[src/sv/efsd_pkg.sv]
// ----------------------------------------------------------------------------
// Earliest-free server dispatch package
// Shared constants, opcodes and the command and status bundles that pass
// between the controller and the datapath.
// ----------------------------------------------------------------------------
package efsd_pkg;

	localparam int DEF_MAX_SERVERS = 1024;
	localparam int DEF_TIME_WIDTH  = 48;

	localparam int IDX_FIELD_W   = 10;
	localparam int SVC_FIELD_W   = 16;
	localparam int START_FIELD_W = 48;
	localparam int CNT_FIELD_W   = 11;

	localparam logic OP_LOAD  = 1'b0;
	localparam logic OP_SERVE = 1'b1;

	typedef struct packed {
		logic clear;
		logic load;
		logic start;
		logic issue;
		logic fetch;
		logic update;
	} efsd_cmd_t;

	typedef struct packed {
		logic clr_last;
		logic issue_last;
	} efsd_status_t;

endpackage

[src/sv/efsd_ctrl.sv]
// ----------------------------------------------------------------------------
// Earliest-free server dispatch controller
// Sequences the clearing pass, loads, the minimum scan and the update, and
// owns the handshakes of both channels.
// ----------------------------------------------------------------------------
module efsd_ctrl (
	input  logic                   clk,
	input  logic                   arst_n,
	input  logic                   in_valid,
	input  logic                   in_opcode,
	output logic                   in_stall,
	output logic                   out_valid,
	input  logic                   out_stall,
	output efsd_pkg::efsd_cmd_t    cmd,
	input  efsd_pkg::efsd_status_t status
);
	import efsd_pkg::*;

	typedef enum logic [2:0] {
		ST_CLR,
		ST_IDLE,
		ST_SCAN,
		ST_DRAIN,
		ST_FETCH,
		ST_UPD
	} state_t;

	state_t state_q;
	logic   out_valid_q;
	logic   accept;
	logic   out_free;

	assign in_stall  = (state_q != ST_IDLE);
	assign accept    = in_valid && !in_stall;
	assign out_valid = out_valid_q;
	assign out_free  = !out_valid_q || !out_stall;

	always_comb begin
		cmd        = '0;
		cmd.clear  = (state_q == ST_CLR);
		cmd.load   = accept && (in_opcode == OP_LOAD);
		cmd.start  = accept && (in_opcode == OP_SERVE);
		cmd.issue  = (state_q == ST_SCAN);
		cmd.fetch  = (state_q == ST_FETCH);
		cmd.update = (state_q == ST_UPD) && out_free;
	end

	always_ff @(posedge clk or negedge arst_n) begin
		if (!arst_n) begin
			state_q     <= ST_CLR;
			out_valid_q <= 1'b0;
		end else begin
			if (cmd.update)
				out_valid_q <= 1'b1;
			else if (out_valid_q && !out_stall)
				out_valid_q <= 1'b0;
			unique case (state_q)
				ST_CLR: begin
					if (status.clr_last)
						state_q <= ST_IDLE;
				end
				ST_IDLE: begin
					if (cmd.start)
						state_q <= ST_SCAN;
				end
				ST_SCAN: begin
					if (status.issue_last)
						state_q <= ST_DRAIN;
				end
				ST_DRAIN: state_q <= ST_FETCH;
				ST_FETCH: state_q <= ST_UPD;
				ST_UPD: begin
					if (out_free)
						state_q <= ST_IDLE;
				end
				default: state_q <= ST_IDLE;
			endcase
		end
	end

endmodule

[config.mk]
export PLATFORM = sky130hd
export DESIGN_NAME = efsd_ctrl
export DESIGN_NICKNAME = d
export VERILOG_FILES = /design/src/sv/efsd_pkg.sv /design/src/sv/efsd_ctrl.sv
export SDC_FILE = /design/constraint.sdc
export NUM_CORES = 1
export LEC_CHECK = 0
export BUFFER_PORTS_ARGS = -buffer_cell sky130_fd_sc_hd__buf_2
export CAP_MARGIN = 5
export CORE_AREA = 2 2 39 41
export CTS_CLUSTER_DIAMETER = 30
export DETAILED_ROUTE_END_ITERATION = 12
export DIE_AREA = 0 0 41 43
export HOLD_SLACK_MARGIN = 0.06
export PLACE_DENSITY = 0.5
export SYNTH_ARGS = -nofsm -noshare
export SYNTH_HDL_FRONTEND = slang
export SYNTH_SLANG_ARGS = --single-unit
[constraint.sdc]
create_clock -name clk -period 2.1 [get_ports clk]
set_input_delay 0.105 -clock clk [delete_from_list [all_inputs] [get_ports clk]]
set_output_delay 0.105 -clock clk [all_outputs]
set_load 0.01 [all_outputs]
=== After elaboration in Yosys (flattened, before gate mapping) ===
Cells that the tools add are included.
Widths: inputs -> output; s select.

* Register bits: 4
* Latch bits: 0
* Bits in writable memories: 0
* Memory bits (read-only): 0
* Input port bits: 7
* Output and inout port bits: 8
* Logic and storage cells: 32
* Memories kept: 0

* Add/subtract/negate cells: 0
* Multipliers: 0
* Div/mod/pow operators: 0
* Magnitude comparators: 0
* Equal/unequal tests: 10
* Shift-type cells: 0
* Multiplexer cells: 7
* Bitwise operators: 1
* Reductions and logical operators: 12

{| class="wikitable"
|+ Operators with widths
! kind !! count
|-
| $pmux 3 s6 || 1
|-
| $mux 3 || 4
|-
| $eq 3x2->1 const B || 2
|-
| $eq 3x3->1 const B || 2
|-
| $logic_and 1x1->1 || 5
|-
| $ne 2x1->1 const B || 2
|-
| $ne 2x2->1 const B || 2
|-
| $reduce_and 4->1 || 1
|-
| $eq 3x1->1 const B || 1
|-
| $logic_not 1->1 || 3
|-
| $logic_not 3->1 || 1
|-
| $ne 3x1->1 const B || 1
|-
| $mux 1 || 2
|-
| $reduce_bool 2->1 || 1
|-
| $logic_or 1x1->1 || 1
|-
| $not 1->1 || 1
|}

=== Depth between registers and ports, before layout ===
* Depth in word-level cells: 6
* Gate-level depth with buffers: 3
* Gate-level depth less buffers: 2

=== Worst setup path before layout ===
OpenSTA, ideal clock, no wires.

* Path type: register to output
* Start: reg state_q[1]
* End: out cmd[4] in the netlist's numbering
* Data arrival time: 0.886 ns
* Required time: 1.995 ns
* Slack: 1.109 ns
* Stages on the path, launching flop included: 4
* Path through: dfrtp_1 -> buf_6 -> nand2b_4 -> nor4b_4

{| class="wikitable"
|+ RTL lines
! element !! RTL line !! RTL
|-
| from (decl) || efsd_ctrl.sv:28 || <nowiki>state_t state_q;</nowiki>
|-
| from (signal assigned) || efsd_ctrl.sv:50 || <nowiki>state_q <= ST_CLR;</nowiki>
|-
| from (signal assigned) || efsd_ctrl.sv:60 || <nowiki>state_q <= ST_IDLE;</nowiki>
|-
| from (signal assigned) || efsd_ctrl.sv:64 || <nowiki>state_q <= ST_SCAN;</nowiki>
|-
| to (decl) || efsd_ctrl.sv:14 || <nowiki>output efsd_pkg::efsd_cmd_t cmd,</nowiki>
|}

==> flow_summary.ini <==
[outcome]
status = finished, final reports clean

[die]
start_util_pct = 21.07
die_h_um = 43
rows = 14
core_sq_mm = 0.001384
die_area_sq_mm = 0.001763
die_width_um = 41
boundaryPins = 15

[timing]
setup_viol = 0
relSlewSlack_pct = 78.25
rsz0062_at_grt = false
fin_crit_sh_pct = 66.04
clock_skew_ps = 6.845
setup-tns-final_ps = 0
fin_crit_ps = 1387
drv_slew = 0
worst_slew_pin_slew_ps = 326.3
hold_violations = 0
fmax_mhz = 721.1
postLayoutSetupSlackWorst_ps = 713.2

[cells_and_area]
n_antenna_cell = 0
fin_nets = 52
fill_cells = 152
fin_cells = 59
drive_gt1_share_pct = 48.84
area_delta_synth_final_pct = 31.76

[placement]
gp_congestion = 0.7166
dp_cells = 55
port_buffers = 14
preCtsSetupSlack_ps = 955.2
post-dp-hpwl_um = 469.7

[detailed_routing]
drtAntennaViolNets = 0
drt-vias-per-instance = 4.339
drt-total-wl_um = 617
vias = 256
wl_per_cell_um = 10.46
dr.pass1.iters = 3
drtIter0Drc = 4
drc = 0

[grt]
antenna_found_initial = 0
grtUsageTotal_pct = 9.447
grt_max_degree = 10
grt_pass1_wl_um = 1083
grt_pass1_vias = 244
gr-total-overflow = 0

[pwr]
total_power_uw = 499.4
p_sw_uw = 208.4
p_leak_nw = 0.1895
intPower_uw = 291.0
power.share.sequential_pct = 35.5
p_comb_share_pct = 45.8
ir_drop_mv = 0.3885
clkPwrFrac_pct = 18.7
p_per_area_mw_per_mm2 = 1300
p_sw_share_pct = 41.73

[synthesis]
synth_area_sq_um = 291.5
synth_top_area_cell = dfrtp_1
yosysMostFrequentCell = dfrtp_1
ys.flop_type = dfrtp_1
synthSimpleGateAreaFrac_pct = 39.06
synthCells = 28
synthMuxAreaShare_pct = 3.433
synthTopCellsByArea = dfrtp_1 (34%), nor4b_4 (8.2%), buf_6 (7.7%)
synth_compound_area_share_pct = 11.59
syn_area_per_cell_sq_um = 10.41
synthesis.nets = 35
synth_top_family_by_area = simple AND/OR/NAND/NOR gates
synthArstFlopShare_pct = 100.0
netlist.area_leader.share_pct = 34.33
yosysWarningCount = 0
synth_edf_count = 0
ys_types = 19
synth_xor_area_share_pct = 0
synth-seq-cells = 4
yosysSeqAreaShare_pct = 34.33
synthAdderAreaFrac_pct = 0

[clock_network]
cts_buffers = 3
cts_root_buf = clkbuf_4
cts.sinks = 4
cts_buffer_depth = 2
cts_max_level = 1
clkSlewWorstSetupHoldPaths_ps = 40
tritoncts = built
clk_latency_ps = 230
cts_setup_buffers = 0

[setup_path]
worstPathBufferInverterCount = 1
crit_path_cell_trace = nand2b_4 > nor4b_4 > buf_2
endpoint_kind = output pin
crit_slowest_cell = dfrtp_1
path_max_fanout = 9
worstSetupPathType = reg -> out
crit_required_ps = 2000
cp_top_family = flip-flops
cp.arrival_ps = 1280
crit_path_start_kind = flip-flop
max_stage_delay_ps = 460

[hold_path]
hold_class = in -> reg

[flow_run]
maxCapViolations = 0
[flip-flops by register name, summed over array words and instances (netlist names)]
| name | count |
|---|---|
| state_q | 3 |
| out_valid | 1 |
[cells in the final DEF (no fill, tap or decap), drive strengths merged]
cell and instances:
o31ai 1, nor3 2, mux2i 1, nand2 2, clkbuf 3, a21boi 1
buf 14, inv 1, o221ai 1, a21oi 2, nand3b 2, nor3b 1
nand4b 1, dfrtp 4, and2 1, dlygate4sd3 1, nor2 1, nand2b 3
nor4b 1
[cells by family after synthesis]
kind of cell / count (synthesis)
buf+inv: 4
simple gates: 14
mux: 1
flops: 4
compound gates: 5
[power groups by stage]
stage | Clock, mW | Sequential (mW) | Combinational [mW]
final | 0.0934 | 0.178 | 0.229
after CTS | 0.0987 | 0.180 | 0.231
after global placement | 0 | 0.181 | 0.233
after global routing | 0.110 | 0.192 | 0.253
after floorplan | 0 | 0.130 | 0.235
after detailed placement | 0 | 0.180 | 0.227
[timing repair]
item | in CTS | in global routing
setup endpoints to repair | 0 | 0
hold buffers | 1 | 0
gates resized for setup | 0 | 0
endpoints found under the hold margin | 4 | 0
[tightest hold or removal path, stage by stage]
cell and delay (ps):
buf_2 100, nand2_1 40, nand2_1 40
[metal layers]
metal	track usage, %	vias to the layer above	routed length, um	part of all wire, %
met5	0	-	0	0
met4	6.000	0	0	0
met3	4.188	0	76	12
met2	10.31	15	225	36
met1	14.19	110	314	51
li1	-	131	-	-
[stage by stage]
stage          instance area [sq um]  hold slack (ps)  utilization (%)
2_1_floorplan                  291.5           -190.6                -
4_1_cts                        384.1            83.57            27.76
3_3_place_gp                   351.6           -88.08            25.41
6_report                       384.1            88.10            27.76
3_5_place_dp                   351.6           -89.01            25.41
5_1_grt                        384.1            86.29            27.76
[layout make-up]
type	instances	area, sq um	share of cell area (%)
clock buffer	3	22.52	5.863
timing repair buffer	15	80.08	20.85
multi-input combinational	20	157.7	41.04
sequential	4	100.1	26.06
tap	16	20.02	5.212
inverter	1	3.754	0.9772
[final timing paths]
kind	start	end	slack, ps	cells past startpoint
worst max-delay path	state_q[1]	cmd[4]	710	3
worst min-delay path	out_stall	out_valid	90	3
worst max register to register	state_q[1]	state_q[0]	1040	2
worst min register to register	out_valid	out_valid	500	2
max in group asynchronous	arst_n	state_q[0]	1780	2
min in group asynchronous	arst_n	out_valid	200	2
(Power assumes the default switching activity.)
